$ cat src/sv/kmhid_pkg.sv
// shared types and constants for the key-matrix hid report builder
package kmhid_pkg;

  localparam int KM_ROWS     = 4;
  localparam int KM_COLUMNS  = 14;
  localparam int KM_MAX_KEYS = 6;

  localparam int NUM_SLOTS = 6;
  localparam int USAGE_W   = 8;
  localparam int MOD_W     = 8;
  localparam int COUNT_W   = 3;
  localparam int LIN_W     = 7;

  typedef enum logic [1:0] {
    OP_KEY     = 2'd0,
    OP_SUSPEND = 2'd1,
    OP_RESUME  = 2'd2
  } op_t;

  typedef struct packed {
    op_t                operation;
    logic [2:0]         key_row;
    logic [3:0]         key_column;
    logic [USAGE_W-1:0] usage_code;
    logic               is_pressed;
    logic [MOD_W-1:0]   modifier_bits;
    logic               skip_key;
  } in_item_t;

  typedef struct packed {
    logic [MOD_W-1:0]   report_modifiers;
    logic [COUNT_W-1:0] report_count;
    logic [USAGE_W-1:0] slot0;
    logic [USAGE_W-1:0] slot1;
    logic [USAGE_W-1:0] slot2;
    logic [USAGE_W-1:0] slot3;
    logic [USAGE_W-1:0] slot4;
    logic [USAGE_W-1:0] slot5;
  } out_item_t;

  typedef struct packed {
    logic key_write;
    logic suspend;
    logic resume;
    logic scan_rd;
    logic load_out;
  } dp_cmd_t;

  typedef struct packed {
    logic evt_ok;
    logic addr_last;
  } dp_stat_t;

endpackage

$ cat src/sv/kmhid_ctrl.sv
// controller state machine: accepts transactions, sequences the table scan
module kmhid_ctrl import kmhid_pkg::*; (
  input  logic     clk,
  input  logic     rst_n,
  input  logic     in_valid,
  output logic     in_stall,
  input  op_t      in_op,
  output logic     out_valid,
  input  logic     out_stall,
  input  dp_stat_t stat,
  output dp_cmd_t  cmd
);

  typedef enum logic [1:0] {S_IDLE, S_SCAN, S_DRAIN, S_EMIT} state_t;

  state_t state_r, state_nxt;
  logic   out_valid_r, out_valid_nxt;
  logic   accept;
  logic   out_free;

  assign in_stall  = (state_r != S_IDLE);
  assign accept    = in_valid && !in_stall;
  assign out_free  = !out_valid_r || !out_stall;
  assign out_valid = out_valid_r;

  always_comb begin
    state_nxt     = state_r;
    out_valid_nxt = out_valid_r && out_stall;
    cmd           = '0;
    unique case (state_r)
      S_IDLE: begin
        if (accept) begin
          case (in_op)
            OP_KEY: begin
              if (stat.evt_ok) begin
                cmd.key_write = 1'b1;
                state_nxt     = S_SCAN;
              end
            end
            OP_SUSPEND: cmd.suspend = 1'b1;
            OP_RESUME:  cmd.resume  = 1'b1;
            default: ;
          endcase
        end
      end
      S_SCAN: begin
        cmd.scan_rd = 1'b1;
        if (stat.addr_last) state_nxt = S_DRAIN;
      end
      S_DRAIN: state_nxt = S_EMIT;
      S_EMIT: begin
        if (out_free) begin
          cmd.load_out  = 1'b1;
          out_valid_nxt = 1'b1;
          state_nxt     = S_IDLE;
        end
      end
      default: state_nxt = S_IDLE;
    endcase
  end

  always_ff @(posedge clk) begin
    if (!rst_n) begin
      state_r     <= S_IDLE;
      out_valid_r <= 1'b0;
    end else begin
      state_r     <= state_nxt;
      out_valid_r <= out_valid_nxt;
    end
  end

endmodule

$ cat src/sv/kmhid_dp.sv
// datapath: usage table memory, modifier and suspend state, scan and report registers
module kmhid_dp import kmhid_pkg::*; #(
  parameter int ROWS     = KM_ROWS,
  parameter int COLUMNS  = KM_COLUMNS,
  parameter int MAX_KEYS = KM_MAX_KEYS
) (
  input  logic      clk,
  input  logic      rst_n,
  input  in_item_t  in_data,
  input  dp_cmd_t   cmd,
  output dp_stat_t  stat,
  output out_item_t out_data
);

  localparam int DEPTH = ROWS * COLUMNS;
  localparam int AW    = (DEPTH > 1) ? $clog2(DEPTH) : 1;

  logic [USAGE_W-1:0] mem_r [DEPTH];
  logic [DEPTH-1:0]   valid_r;
  logic               susp_r;
  logic [MOD_W-1:0]   held_mod_r;

  logic [AW-1:0]      scan_addr_r;
  logic               rd_pend_r;
  logic [USAGE_W-1:0] rd_data_r;
  logic               valid_q_r;
  logic [COUNT_W-1:0] count_r;
  logic [USAGE_W-1:0] slot_r [NUM_SLOTS];
  out_item_t          out_data_r;

  logic [LIN_W-1:0]   evt_lin;
  logic [AW-1:0]      evt_addr;
  logic               row_ok, col_ok;
  logic [USAGE_W-1:0] entry;
  logic               take;
  logic [USAGE_W-1:0] wr_val;

  // row-major linear address of the event cell
  assign evt_lin  = LIN_W'(in_data.key_row) * LIN_W'(COLUMNS) + LIN_W'(in_data.key_column);
  assign evt_addr = evt_lin[AW-1:0];
  assign row_ok   = {1'b0, in_data.key_row} < 4'(ROWS);
  assign col_ok   = {1'b0, in_data.key_column} < 5'(COLUMNS);
  assign wr_val   = in_data.is_pressed ? in_data.usage_code : '0;

  assign stat.evt_ok    = row_ok && col_ok && !in_data.skip_key && !susp_r;
  assign stat.addr_last = (scan_addr_r == AW'(DEPTH - 1));

  // a cell never written since reset or suspend reads as empty
  assign entry = valid_q_r ? rd_data_r : '0;
  assign take  = rd_pend_r && (entry != '0) && (count_r < COUNT_W'(MAX_KEYS));

  always_ff @(posedge clk) begin
    if (cmd.key_write && (in_data.usage_code != '0)) mem_r[evt_addr] <= wr_val;
    if (cmd.scan_rd) begin
      rd_data_r <= mem_r[scan_addr_r];
      valid_q_r <= valid_r[scan_addr_r];
    end
  end

  always_ff @(posedge clk) begin
    if (!rst_n) begin
      valid_r     <= '0;
      susp_r      <= 1'b0;
      held_mod_r  <= '0;
      scan_addr_r <= '0;
      rd_pend_r   <= 1'b0;
      count_r     <= '0;
    end else begin
      rd_pend_r <= cmd.scan_rd;
      if (cmd.suspend) begin
        valid_r    <= '0;
        held_mod_r <= '0;
        susp_r     <= 1'b1;
      end
      if (cmd.resume) susp_r <= 1'b0;
      if (cmd.key_write) begin
        held_mod_r  <= in_data.modifier_bits;
        scan_addr_r <= '0;
        count_r     <= '0;
        if (in_data.usage_code != '0) valid_r[evt_addr] <= 1'b1;
      end
      if (cmd.scan_rd && !stat.addr_last) scan_addr_r <= scan_addr_r + 1'b1;
      if (take) count_r <= count_r + 1'b1;
    end
  end

  always_ff @(posedge clk) begin
    if (cmd.key_write) begin
      for (int i = 0; i < NUM_SLOTS; i++) slot_r[i] <= '0;
    end else if (take) begin
      slot_r[count_r] <= entry;
    end
    if (cmd.load_out) begin
      out_data_r.report_modifiers <= held_mod_r;
      out_data_r.report_count     <= count_r;
      out_data_r.slot0            <= slot_r[0];
      out_data_r.slot1            <= slot_r[1];
      out_data_r.slot2            <= slot_r[2];
      out_data_r.slot3            <= slot_r[3];
      out_data_r.slot4            <= slot_r[4];
      out_data_r.slot5            <= slot_r[5];
    end
  end

  assign out_data = out_data_r;

endmodule

$ cat src/sv/key_matrix_hid_report_builder.sv
// top level of the key-matrix hid report builder
// usage:
//   in_valid/in_stall/in_data carry one operation per transaction: a key event,
//   suspend or resume. a key event in range, not a skipped key and not arriving
//   while suspended updates the held modifiers and its table cell, then yields one
//   report on out_valid/out_stall/out_data. all other transactions yield no report.
//   a report is valid after its key event is accepted and the usage table memory
//   (one read port) is scanned one cell per cycle, then a drain state for the
//   last read and an emit state for the output load. a key event holds off new
//   transactions until its report is loaded, and the load waits while the
//   previous report still sits stalled in the output register;
//   suspend, resume and dropped events are taken in the idle state, with no scan.
//   the output register parts the two sides: a new transaction is taken while
//   an earlier report waits; a stalled report holds its value.
//   reset (rst_n low, synchronous) empties the table through per-cell valid
//   bits, clears the modifiers and the suspended flag; no clearing pass needed.
module key_matrix_hid_report_builder import kmhid_pkg::*; #(
  parameter int ROWS     = KM_ROWS,
  parameter int COLUMNS  = KM_COLUMNS,
  parameter int MAX_KEYS = KM_MAX_KEYS
) (
  input  logic      clk,
  input  logic      rst_n,
  input  logic      in_valid,
  output logic      in_stall,
  input  in_item_t  in_data,
  output logic      out_valid,
  input  logic      out_stall,
  output out_item_t out_data
);

  dp_cmd_t  cmd;
  dp_stat_t stat;

  // sequencing: accept, scan, drain, emit
  kmhid_ctrl u_ctrl (
    .clk       (clk),
    .rst_n     (rst_n),
    .in_valid  (in_valid),
    .in_stall  (in_stall),
    .in_op     (in_data.operation),
    .out_valid (out_valid),
    .out_stall (out_stall),
    .stat      (stat),
    .cmd       (cmd)
  );

  // table, modifiers, suspend flag and report assembly
  kmhid_dp #(
    .ROWS     (ROWS),
    .COLUMNS  (COLUMNS),
    .MAX_KEYS (MAX_KEYS)
  ) u_dp (
    .clk      (clk),
    .rst_n    (rst_n),
    .in_data  (in_data),
    .cmd      (cmd),
    .stat     (stat),
    .out_data (out_data)
  );

  // report never lists more keys than the limit
  a_count_limit: assert property (@(posedge clk) disable iff (!rst_n)
    out_valid |-> (out_data.report_count <= COUNT_W'(MAX_KEYS)))
    else $error("report count above key limit");

  // unfilled trailing slot stays zero
  a_slot_zero: assert property (@(posedge clk) disable iff (!rst_n)
    (out_valid && (out_data.report_count != 3'd6)) |-> (out_data.slot5 == 8'd0))
    else $error("slot beyond count not zero");

  // a fresh report only appears while the block is busy with a key event
  a_report_busy: assert property (@(posedge clk) disable iff (!rst_n)
    $rose(out_valid) |-> $past(in_stall))
    else $error("report raised while idle");

endmodule

$ cat config.mk
export PLATFORM = sky130hd
export DESIGN_NAME = key_matrix_hid_report_builder
export DESIGN_NICKNAME = d
export VERILOG_FILES = /design/src/sv/kmhid_pkg.sv /design/src/sv/kmhid_ctrl.sv /design/src/sv/kmhid_dp.sv /design/src/sv/key_matrix_hid_report_builder.sv
export SDC_FILE = /design/constraint.sdc
export NUM_CORES = 1
export LEC_CHECK = 0
export BUFFER_PORTS_ARGS = -buffer_cell sky130_fd_sc_hd__buf_2
export CAP_MARGIN = 20
export CORE_ASPECT_RATIO = 1.25
export CORE_MARGIN = 2
export CORE_UTILIZATION = 45
export DETAILED_ROUTE_END_ITERATION = 8
export PLACE_DENSITY = 0.68
export SYNTH_ARGS = -nofsm -noshare
export SYNTH_HDL_FRONTEND = slang
export SYNTH_SLANG_ARGS = --single-unit
$ cat constraint.sdc
create_clock -name clk -period 8.1 [get_ports clk]
set_clock_uncertainty 0.15 [all_clocks]
set_input_delay 1.62 -clock clk [delete_from_list [all_inputs] [get_ports clk]]
set_output_delay 1.62 -clock clk [all_outputs]
set_load 0.01 [all_outputs]
**Word-level counts from Yosys, hierarchy flattened**

Memories as Yosys holds them, arrays and structs flattened. A register that Yosys moved wholly into a read port is not among the register bits.
Cells that the tools add are included.

- Add/sub/neg operators: 3
- Reduce and logical (&&, ||, !) cells: 28
- Equal/unequal tests: 11
- Magnitude comparators: 6
- Bitwise logic cells: 2
- Multiply operators: 1
- Muxes and demuxes: 43

Operators with widths:

| operator | number |
|---|---|
| 56-bit 2-to-1 mux | 4 |
| 56-bit bitwise OR | 1 |
| 8-bit 2-to-1 mux | 5 |
| 1-bit 2-to-1 mux | 19 |
| 8-bit nonzero test | 2 |
| 3-bit 2-to-1 mux | 5 |
| 6-bit by 7-bit < comparator with 1-bit output (second input constant) | 2 |
| 6-bit 2-to-1 mux | 2 |
| 1-bit logical AND | 10 |
| 2-bit 2-to-1 mux | 5 |
| 2-bit case mux with 4 select lines | 1 |
| 2-bit nonzero test | 4 |
| 8-bit OR reduction | 1 |
| 6-bit by 1-bit adder with 6-bit output (second input constant) | 1 |
| 6-bit by 4-bit adder with 6-bit output | 1 |
| 1-bit binary-select mux with 6-bit select | 1 |
| 1-bit demux with 6-bit select | 1 |
| 2-bit == test (second input constant) | 3 |
| 6-bit == test (second input constant) | 1 |
| 6-bit by 1-bit greater-or-equal comparator with 1-bit output (second input constant) | 1 |
| 1-bit zero test | 6 |
| 3-bit < comparator (second input constant) | 2 |
| 2-bit by 1-bit != test with 1-bit output (second input constant) | 3 |
| 3-bit by 3-bit multiplier with 5-bit output (second input constant) | 1 |
| other kinds (9) | 12 |

- Output and inout bits: 61
- Flip-flop bits (word level): 90
- Memories: 2
- Input port bits: 31
- Memory bits (writable): 496

Memories:

| name | words | width | rd ports | clocked after memory_dff | write ports | RTL line | source |
|---|---|---|---|---|---|---|---|
| u_dp.mem_r | 56 | 8 | 1 | 1 | 1 | kmhid_dp.sv:18 | `logic [USAGE_W-1:0] mem_r [DEPTH];` |
| u_dp.slot_r | 6 | 8 | 6 | 6 | 6 | kmhid_dp.sv:28 | `logic [USAGE_W-1:0] slot_r [NUM_SLOTS];` |

**Longest topological paths before layout**

Gate-level depths: netlist of the first run.

- Depth after elaboration: 13
- Gate-level depth with buffers: 11

**Hierarchy**

From an unflattened synthesis of the first run, not the netlist that was laid out.

- Cell total of the unflattened synthesis: 1367
- Area, all modules: 25408.1 um^2

By module, submodules not included:

| module | area an instance (um^2) | seq. area each (um^2) | cells an instance | times used |
|---|---|---|---|---|
| kmhid_dp | 25147.9 | 18437.7 | 1338 | 1 |
| kmhid_ctrl | 260.2 | 60.1 | 29 | 1 |

**Worst setup path before layout of the first run**

Ideal clock, no wire load.

- Kind: input port to flip-flop
- From: in out_stall
- To: reg out_data[10] (netlist name)
- Buffers on the path: 0
- Setup time: 0.483 ns
- Data required time: 7.467 ns
- Path slack: 3.051 ns
- Arrival: 4.415 ns
- Stages on the path: 2
- Cell sequence: and2_1 > nor2b_1

RTL lines:

| element | RTL line | source |
|---|---|---|
| start: declaration | key_matrix_hid_report_builder.sv:28 | `input logic out_stall,` |

**Final worst setup path of the first run**

- From: in in_data[24] (netlist bit)
- To: mem u_dp.mem_r[7][5], enable pin

- Cells in the longest elaborated chain, start to end: 11
- Elaborated cells between the ends (all ways): 13
- Classes of those cells: add/sub: 1; mul: 1; order compare: 1; mux: 6; reduce/logical: 4

Ends and longest elaborated chain:

| element | RTL line | source |
|---|---|---|
| start: declaration | key_matrix_hid_report_builder.sv:26 | `input in_item_t in_data,` |
| branches (longest 11 deep; another with 6-bit by 4-bit adder with 6-bit output) | n/a |  |
| end: declaration | kmhid_dp.sv:18 |  |

Several ways; the timed one is not identified.

==> results of run 1 <==
through the flow:
step | utilization (%) | std cells | total power (W) | area (um2)
2_1_floorplan | - | 1446 | 0.00406 | 25200
3_3_place_gp | 47.4 | 2230 | 0.00420 | 26400
3_5_place_dp | 47.4 | 2232 | 0.00421 | 26400
4_1_cts | 51.0 | 2344 | 0.00704 | 28400
5_1_grt | 51.0 | 2345 | 0.00719 | 28400
6_report | 51.0 | 2345 | 0.00700 | 28400
cell usage after synthesis (8+ instances only):
library cell  number
a21oi_1           77
a22oi_1           10
and2_1            19
buf_2             21
buf_6             14
clkbuf_1          25
dfxtp_1           78
edfxtp_1         564
ha_1              13
inv_1             77
mux2i_1           22
mux4_2           121
nand2_1          155
nand2b_1           9
nand3_1           21
nor2_1            50
nor4_4             8
o21ai_0           13
o21ai_1           17
o22ai_1           28
or4_1              9
report_power, final:
group / internal, W / leakage [nW] / switching, W
Sequential: 0.00362 / 5.81 / 0.0000326
Clock: 0.00166 / 0.972 / 0.00120
Combinational: 0.000177 / 2.62 / 0.000309
Total: 0.00545 / 9.41 / 0.00154
kinds of logic (layout without fill, tap and decap cells):
group / after synthesis / in the layout / share of synthesized area, %
adders and majority gates: 16 / 16 / 0.882
xor gates and xnor gates: 3 / 3 / 0.134
and+or+nand+nor: 315 / 315 / 6.42
muxes: 151 / 151 / 12.1
AOI/OAI and AO/OA: 175 / 175 / 4.35
buffers and inverters: 144 / 301 / 2.80
DFF: 642 / 642 / 73.3
worst max path at each step:
stage | from | to | slack, ns | cells past startpoint
CTS | in_data[22] | u_dp.mem_r[38][7] | 3.15 | 11
detailed placement | in_data[22] | u_dp.mem_r[38][5] | 2.48 | 11
finish | in_data[24] | u_dp.mem_r[7][5] | 3.21 | 12
floorplan | out_stall | out_data[10] | 3.05 | 2
global placement | in_data[22] | u_dp.mem_r[38][5] | 2.60 | 11
global route | in_data[22] | u_dp.mem_r[7][5] | 3.08 | 12
sequential cells by signal, summed over array words and instances (netlist names), 3 cells and up:
signal	flops
out_data	43
u_dp.count_r	3
u_dp.held_mod_r	8
u_dp.mem_r	448
u_dp.out_data	16
u_dp.rd_data_r	8
u_dp.scan_addr_r	6
u_dp.slot_r	48
u_dp.valid_r	56
metal layers:
metal / part of all wire [%] / vias up / wire, um / track usage [%]
met5: 0 / - / 0 / 0
met4: 4.4 / 0 / 2560 / 9.93
met3: 7.0 / 124 / 4120 / 3.51
met2: 50 / 601 / 28900 / 34.2
met1: 39 / 6804 / 22800 / 25.7
li1: - / 5831 / - / -
worst register-to-register path: cells and delay by family (launching register included):
kind            cells  cell delay [ns]
buf+inv             1             0.80
mux                 1             0.46
compound gates      4             1.16
flops               1             0.95
layout make-up:
type	instances	area share (%)
Clock inverter	39	1.58
Multi-Input combinational cell	660	21.3
Clock buffer	73	5.49
Sequential cell	642	65.1
Tap cell	742	3.27
Timing Repair Buffer	112	2.16
Inverter	77	1.02
==> flow_metrics.env, run 1 <==
export IMPL_status="finished clean"
export IMPL_multi_input_area_um2=6060
export IMPL_synth_nets=1493
export IMPL_cts_sinks=642
export IMPL_wl_um=58400
export IMPL_via_per_inst=5.70
export IMPL_crit_path_start_kind="input pin"
export IMPL_clockBufferDepth=3
export IMPL_crit_path_max_incr_delay_ns=0.92
export IMPL_fmax_mhz=205
export IMPL_async_flop_share_pct=0
export IMPL_cts_tree="built"
export IMPL_synth_cells=1446
export IMPL_fillers=4392
export IMPL_hold_end="u_dp.out_data[30]"
export IMPL_synth_top_area_cell="edfxtp_1"
export IMPL_gp_congestion=0.869
export IMPL_peakVddDrop_uv=167
export IMPL_finalWorstSetupSlack_ns=3.21
export IMPL_clkLatencyLatePin_ns=0.63
export IMPL_synth_edff_count=564
export IMPL_area_growth_pct=12.5
export IMPL_cts_root_buf="clkbuf_16"
export IMPL_critPathMostFrequentCell="inv_1"
export IMPL_critPathBufInv=5
export IMPL_synthFlopType="edfxtp_1"
export IMPL_setup_tns_ns=0
export IMPL_r2r_cells=6
export IMPL_cts_made_buffers=59
export IMPL_power_density_nw_per_um2=246
export IMPL_place_ws_ns=2.48
export IMPL_hold_buffers=0
export IMPL_diodes=0
export IMPL_rrSetupSlack_ns=4.23
export IMPL_drive_gt1_share_pct=23.1
export IMPL_crit_family="adder cells"
export IMPL_hold_path_depth=0
export IMPL_antenna_left=0
export IMPL_std_cell_rows=97
export IMPL_die_h_um=269
export IMPL_wl_per_cell_um=24.9
export IMPL_drc=0
export IMPL_required_ns=8.23
export IMPL_hold_viol_final=0
export IMPL_ctsResizeCount=0
export IMPL_path_cells="buf_2, inv_1, fa_1, inv_1, ha_1, inv_1, fa_1, xor2_2, or3_4, a2111oi_4, nand2_1, inv_1"
export IMPL_yosys_register_bits=642
export IMPL_r2r_end="u_dp.rd_data_r[5]"
export IMPL_ios=92
export IMPL_grt_pass1_vias=13400
export IMPL_cts_max_level=2
export IMPL_drv_cap=0
export IMPL_grt_usage_pct=20.3
export IMPL_area_sequential_um2=18500
export IMPL_yosys_cell_types_count=66
export IMPL_dpl_hpwl_um=37000
export IMPL_drt_initial_drc_count=1429
export IMPL_post_route_period_util_pct=60.4
export IMPL_finalWorstPathRequiredPeriod_ns=4.89
export IMPL_r2r_start="u_dp.scan_addr_r[1]"
export IMPL_relSlewSlack_pct=30.8
export IMPL_nNetsFinal=1599
export IMPL_mostFrequentLayoutCell="edfxtp_1"
export IMPL_netlist_area_leader_share_pct=67.1
export IMPL_arrival_ns=5.02
export IMPL_timing_hold_ws_ns=0.264
export IMPL_setup_viol=0
export IMPL_cp_end_kind="register"
export IMPL_grt_max_degree=65
export IMPL_floorplan_initialDensity_pct=45.3
export IMPL_min_from="u_dp.slot_r[2][6]"
export IMPL_cp_slowest_cell="a2111oi_4"
export IMPL_tightest_slew_ns=1.03
export IMPL_hp_class="reg2reg"
export IMPL_drt_first_pass_iters=6
export IMPL_synth_area_leaders="edfxtp_1, mux4_2, dfxtp_1"
export IMPL_die_area_um2=58000
export IMPL_final_cell_mix="edfxtp_1, nand2_1, mux4_2"
export IMPL_netlist_area_um2=25200
export IMPL_vias=13400
export IMPL_yosysWarnings=0
export IMPL_antenna_found_initial=0
export IMPL_fp_coreArea_um2=55700
export IMPL_rsz0062_at_grt="no"
export IMPL_grt_pass1_wl_um=86600
export IMPL_slew_viol_final=0
export IMPL_overflow=0
export IMPL_ys_seq_area_share_pct=73.3
export IMPL_p_leak_nw=9.41
export IMPL_synth_area_per_cell_um2=17.5
export IMPL_criticalPathCategory="in2reg"
export IMPL_clk_pin_slew_worst_paths_ns=0.07
export IMPL_die_x_um=216
export IMPL_postCtsSetupBuffers=0
export IMPL_worstPathMaxFanout=8
export IMPL_io_buffers=91
Note: power is estimated with default switching activity, not from simulation.
==> inputs of run 2 (changes only) <==
--- a/config.mk
+++ b/config.mk
@@ -11,7 +11,7 @@
 export CORE_MARGIN = 2
 export CORE_UTILIZATION = 45
 export DETAILED_ROUTE_END_ITERATION = 8
-export PLACE_DENSITY = 0.68
+export PLACE_DENSITY = 0.7
 export SYNTH_ARGS = -nofsm -noshare
 export SYNTH_HDL_FRONTEND = slang
 export SYNTH_SLANG_ARGS = --single-unit
==> constraint.sdc (replaced) <==
create_clock -name clk -period 4.3 [get_ports clk]
set_clock_uncertainty 0.15 [all_clocks]
set_input_delay 0.86 -clock clk [delete_from_list [all_inputs] [get_ports clk]]
set_output_delay 0.86 -clock clk [all_outputs]
set_load 0.01 [all_outputs]
==> run 2 against run 1 <==
  * Cell count is 3.4% higher
  * Cell area is 3.7% higher
  * Power is 88% higher
  * Sequential cell count stayed put
  * Routed wire length is 2.2% lower
  * Combinational power is 89% higher
  * Sequential power is 89% higher
  * Die area stayed put
  * Critical path type unchanged
  * Largest power group unchanged
==> flow_metrics.env, run 2 (synthesized netlist as in run 1, its figures left out) <==
export IMPL_drv_cap=0
export IMPL_hold_buffers=0
export IMPL_overflow=0
export IMPL_final_core_utilization_pct=52.9
export IMPL_postCtsSetupBuffers=0
export IMPL_clkLatencyLatePin_ns=0.62
export IMPL_grt_max_degree=65
export IMPL_crit_end="u_dp.mem_r[40][4]"
export IMPL_largest_register="u_dp.mem_r"
export IMPL_rrSetupSlack_ns=1.28
export IMPL_die_h_um=269
export IMPL_cts_made_buffers=57
export IMPL_area_growth_pct=16.7
export IMPL_mostFrequentLayoutCell="edfxtp_1"
export IMPL_ios=92
export IMPL_path_cells="buf_2, inv_1, fa_1, inv_1, ha_1, inv_1, fa_1, buf_4, nor3_1, a2111oi_2, buf_4, nand2_1, inv_1, buf_12"
export IMPL_cts_root_buf="clkbuf_16"
export IMPL_startpoint="in_data[22]"
export IMPL_die_x_um=216
export IMPL_fmax_mhz=270
export IMPL_grt_pass1_wl_um=86300
export IMPL_cts_tree="built"
export IMPL_post_route_period_util_pct=86.2
export IMPL_grt_pass1_vias=13700
export IMPL_fp_coreArea_um2=55700
export IMPL_worstPathMaxFanout=8
export IMPL_dpl_instance_area_um2=27400
export IMPL_setup_viol=0
export IMPL_hold_path_depth=0
export IMPL_largest_reg_flops=448
export IMPL_rsz0062_at_grt="no"
export IMPL_drt_first_pass_iters=5
export IMPL_power_density_nw_per_um2=448
export IMPL_wl_um=57100
export IMPL_timing_hold_ws_ns=0.267
export IMPL_clockBufferDepth=3
export IMPL_status="finished clean"
export IMPL_nNetsFinal=1681
export IMPL_p_leak_nw=9.92
export IMPL_final_cell_mix="edfxtp_1, nand2_1, mux4_2"
export IMPL_arrival_ns=3.95
export IMPL_wl_per_cell_um=23.6
export IMPL_cts_max_level=2
export IMPL_slew_viol_final=0
export IMPL_antenna_left=0
export IMPL_via_per_inst=5.61
export IMPL_clk_pin_slew_worst_paths_ns=0.06
export IMPL_finalWorstPathRequiredPeriod_ns=3.71
export IMPL_setup_tns_ns=0
export IMPL_drive_gt1_share_pct=27.2
export IMPL_io_buffers=91
export IMPL_fin_cells=2425
export IMPL_std_cell_rows=97
export IMPL_drt_initial_drc_count=1442
export IMPL_dpl_hpwl_um=38600
export IMPL_crit_path_start_kind="input pin"
export IMPL_gp_congestion=0.860
export IMPL_r2r_end="u_dp.rd_data_r[3]"
export IMPL_hold_viol_final=0
export IMPL_floorplan_initialDensity_pct=45.3
export IMPL_criticalPathCategory="in2reg"
export IMPL_biggestRegsByFlops="u_dp.mem_r x448, u_dp.valid_r x56, u_dp.slot_r x48"
export IMPL_cp_end_kind="register"
export IMPL_peakVddDrop_uv=374
export IMPL_relSlewSlack_pct=29.8
export IMPL_vias=13600
export IMPL_tightest_slew_ns=1.05
export IMPL_critPathMostFrequentCell="inv_1"
export IMPL_grt_usage_pct=20.0
export IMPL_ctsResizeCount=0
export IMPL_cp_slowest_cell="nor3_1"
export IMPL_antenna_found_initial=0
export IMPL_dp_cells=2315
export IMPL_crit_path_max_incr_delay_ns=0.83
export IMPL_stdcell_area_um2=29500
export IMPL_die_area_um2=58000
export IMPL_required_ns=4.54
export IMPL_diodes=0
export IMPL_drc=0
export IMPL_cts_sinks=642
export IMPL_hp_class="reg2reg"
export IMPL_r2r_start="u_dp.scan_addr_r[0]"
export IMPL_r2r_cells=6
-- run 2: changes by cell type in the layout (fill, tap and decap cells not counted), sizes merged --
cell	delta
buf	+84
bufinv	+1
clkbuf	-6
clkinv	-2
clkinvlp	+2
inv	+1
-- run 2: final cells by class --
type                       count  area (um2)
fill                        4244       26300
clock inverter                41         505
timing repair buffer         196        1670
tap                          742         928
clock buffer                  67        1500
inverter                      77         289
multi-input combinational    660        6060
sequential                   642       18500
-- run 2: critical path: cells and delay by family --
kind,cells,cell delay [ns]
and+or+nand+nor,2,0.93
adders and majority gates,3,1.18
AOI/OAI and AO/OA,1,0.09
buffers and inverters,8,0.88
-- run 2: per-stage QoR --
stage | setup WS (ns) | total power (W)
6_report | 0.593 | 0.0132
2_1_floorplan | 0.0114 | 0.00765
3_3_place_gp | 0.0872 | 0.00792
5_1_grt | 0.436 | 0.0136
3_5_place_dp | -0.0448 | 0.00795
4_1_cts | 0.611 | 0.0133
-- run 2: layer usage --
| layer | routed length (um) | part of all wire [%] | vias up | track usage (%) |
|---|---|---|---|---|
| met2 | 29200 | 51 | 553 | 35.3 |
| met3 | 3680 | 6.4 | 124 | 3.21 |
| met5 | 0 | 0 | - | 0 |
| met1 | 22100 | 39 | 6924 | 25.0 |
| li1 | - | - | 6003 | - |
| met4 | 2100 | 3.7 | 0 | 7.53 |
-- run 2: how the worst min path moves through the flow --
stage,slack (ns),from,to
after global routing,0.27,u_dp.slot_r[3][6],out_data[22]
after floorplan,0.25,u_dp.slot_r[4][2],out_data[10]
after CTS,0.27,u_dp.slot_r[3][6],out_data[22]
final,0.27,u_dp.slot_r[2][0],out_data[24]
after detailed placement,0.25,u_dp.slot_r[3][1],out_data[17]
after global placement,0.25,u_dp.slot_r[1][7],out_data[39]
-- run 2: power breakdown --
part,switching [W],internal (W),total [W]
clock,0.00227,0.00311,0.00538
combinational,0.000548,0.000370,0.000917
sequential,0.0000770,0.00681,0.00689
==> inputs of run 3 (changes only) <==
--- a/config.mk
+++ b/config.mk
@@ -14,4 +14,5 @@
 export PLACE_DENSITY = 0.7
 export SYNTH_ARGS = -nofsm -noshare
 export SYNTH_HDL_FRONTEND = slang
+export SYNTH_HIERARCHICAL = 1
 export SYNTH_SLANG_ARGS = --single-unit
==> run 3 against run 2 <==
  * Largest cell class unchanged
  * Cell area rose by 0.39%
  * Critical path type unchanged
  * Worst setup slack improved by 0.064 ns
  * Critical endpoint is now u_dp/mem_r[0][5]
  * Worst hold slack got worse by 0.017 ns
  * Clock-buffer cell count rose by 12
  * Clock power fell by 1%
  * Sequential share of layout area fell by 0.25 points
  * Via count fell by 3.5%
  * Critical path depth fell by 2
  * Synthesized cell count fell by 5.5%
  * Non-clock buffer count fell by 7
  * Register-to-register slack got worse by 0.16 ns
==> flow_metrics.env, run 3 <==
export IMPL_status="finished clean"
export IMPL_netlist_area_leader_share_pct=66.7
export IMPL_dpl_hpwl_um=36800
export IMPL_grt_max_degree=58
export IMPL_grt_pass1_vias=13400
export IMPL_fmax_mhz=274
export IMPL_power_density_nw_per_um2=434
export IMPL_nNetsFinal=1580
export IMPL_hold_viol_final=0
export IMPL_yosys_register_bits=642
export IMPL_ys_seq_area_share_pct=72.8
export IMPL_io_buffers=91
export IMPL_overflow=0
export IMPL_async_flop_share_pct=0
export IMPL_path_cells="buf_2, inv_1, fa_1, inv_1, ha_1, ha_1, nand2b_1, a21oi_1, xor2_4, buf_4, nor4_2, buf_4"
export IMPL_relSlewSlack_pct=31.3
export IMPL_netlist_area_um2=25400
export IMPL_largest_reg_flops=448
export IMPL_antenna_found_initial=0
export IMPL_clk_pin_slew_worst_paths_ns=0.06
export IMPL_slew_viol_final=0
export IMPL_required_ns=4.49
export IMPL_clockBufferDepth=3
export IMPL_post_route_period_util_pct=84.7
export IMPL_drive_gt1_share_pct=31.4
export IMPL_cts_tree="built"
export IMPL_die_area_um2=58400
export IMPL_finalWorstPathRequiredPeriod_ns=3.64
export IMPL_vias=13100
export IMPL_peakVddDrop_uv=353
export IMPL_std_cell_rows=97
export IMPL_synth_cells=1367
export IMPL_cp_end_kind="register"
export IMPL_via_per_inst=5.65
export IMPL_setup_viol=0
export IMPL_crit_path_start_kind="input pin"
export IMPL_multi_input_area_um2=6790
export IMPL_cp_slowest_cell="fa_1"
export IMPL_largest_register="u_dp/mem_r"
export IMPL_ios=92
export IMPL_yosysWarnings=6
export IMPL_hold_buffers=0
export IMPL_antenna_left=0
export IMPL_ctsResizeCount=0
export IMPL_yosys_cell_types_count=57
export IMPL_synth_area_per_cell_um2=18.6
export IMPL_synth_most_common_cell="edfxtp_1"
export IMPL_cts_made_buffers=58
export IMPL_fp_coreArea_um2=55900
export IMPL_arrival_ns=3.83
export IMPL_drv_cap=0
export IMPL_grt_pass1_wl_um=84300
export IMPL_wl_um=55700
export IMPL_worstPathMaxFanout=15
export IMPL_die_h_um=270
export IMPL_wl_per_cell_um=24.0
export IMPL_biggestRegsByFlops="u_dp/mem_r x448, u_dp/out_data x59, u_dp/valid_r x56"
export IMPL_mostFrequentLayoutCell="edfxtp_1"
export IMPL_synth_area_leaders="edfxtp_1, mux4_2, dfxtp_1"
export IMPL_clkLatencyLatePin_ns=0.65
export IMPL_synth_nets=1415
export IMPL_cts_sinks=642
export IMPL_tightest_slew_ns=1.03
export IMPL_synth_edff_count=564
export IMPL_criticalPathCategory="in2reg"
export IMPL_stdcell_area_um2=29600
export IMPL_postCtsSetupBuffers=0
export IMPL_power_w=0.0128
export IMPL_final_cell_mix="edfxtp_1, mux4_2, buf_4"
export IMPL_floorplan_initialDensity_pct=45.4
export IMPL_diodes=0
export IMPL_die_x_um=217
export IMPL_area_growth_pct=16.4
export IMPL_synth_top_area_cell="edfxtp_1"
export IMPL_grt_usage_pct=19.3
export IMPL_ys_top_cells_by_count="edfxtp_1, mux4_2, dfxtp_1"
export IMPL_p_leak_nw=9.64
export IMPL_synthFlopType="edfxtp_1"
export IMPL_fillers=4362
export IMPL_drc=0
export IMPL_dpl_instance_area_um2=27600
export IMPL_fin_cells=2324
export IMPL_crit_path_max_incr_delay_ns=0.53
export IMPL_drt_first_pass_iters=6
export IMPL_dp_cells=2213
export IMPL_finalWorstSetupSlack_ns=0.657
export IMPL_hp_class="reg2reg"
export IMPL_drt_initial_drc_count=1238
export IMPL_gp_congestion=0.831
export IMPL_cts_max_level=2
export IMPL_rsz0062_at_grt="no"
export IMPL_cts_root_buf="clkbuf_16"
export IMPL_area_sequential_um2=18500
export IMPL_place_ws_ns=0.0474
==> run 3: cell families (layout without fill, tap and decap cells) <==
kind of cell | count (synthesis) | in the layout | synth area share [%]
XOR/XNOR | 7 | 7 | 0.241
AND/OR/NAND/NOR | 286 | 286 | 6.89
flip-flops | 642 | 642 | 72.8
buffers and inverters | 106 | 321 | 1.91
multiplexers | 164 | 164 | 13.0
adder cells (fa/ha/maj) | 17 | 17 | 0.926
AO/OA/AOI/OAI | 145 | 145 | 4.18
==> run 3: metal layers <==
metal | wire length, um | global-route usage (%)
met1 | 22100 | 25.0
met2 | 28500 | 32.9
met3 | 3260 | 2.67
met4 | 1930 | 7.53
met5 | 0 | 0
==> run 3: critical path: cells and delay by family <==
| family | cells | cell delay, ns |
|---|---|---|
| xor gates and xnor gates | 1 | 0.23 |
| buffers and inverters | 5 | 0.74 |
| AOI/OAI and AO/OA | 1 | 0.48 |
| and+or+nand+nor | 2 | 0.38 |
| adders and majority gates | 3 | 1.12 |
==> run 3: where the power goes <==
group	internal (W)	total [W]	switching, W	leakage, nW
clock network	0.00305	0.00530	0.00225	0.954
registers	0.00676	0.00677	0.0000114	5.79
logic	0.000220	0.000758	0.000538	2.89
total	0.0100	0.0128	0.00280	9.64
==> run 3: path summary, 6_finish.rpt <==
check,cells after the start,from,to,slack (ns)
max,12,in_data[22],u_dp/mem_r[0][5],0.66
min,0,u_dp/slot_r[2][7],u_dp/out_data[31],0.25
max reg2reg,8,u_ctrl/state_r[0],u_dp/mem_r[52][5],1.12
min reg2reg,0,u_dp/slot_r[2][7],u_dp/out_data[31],0.25
==> run 3: area by class of cell <==
| type | instances | area share (%) |
|---|---|---|
| Clock buffer | 79 | 5.42 |
| Clock inverter | 31 | 1.32 |
| Inverter | 22 | 0.279 |
| Multi-Input combinational cell | 619 | 23.0 |
| Sequential cell | 642 | 62.6 |
| Tap cell | 742 | 3.14 |
| Timing Repair Buffer | 189 | 4.28 |
==> run 3: through the flow <==
step	util (%)	hold slack, ns	setup TNS, ns
6_report	52.8	0.250	0
5_1_grt	52.8	0.265	0
4_1_cts	52.8	0.252	0
3_5_place_dp	49.2	0.255	0
3_3_place_gp	49.2	0.255	0
2_1_floorplan	-	0.250	-18.31
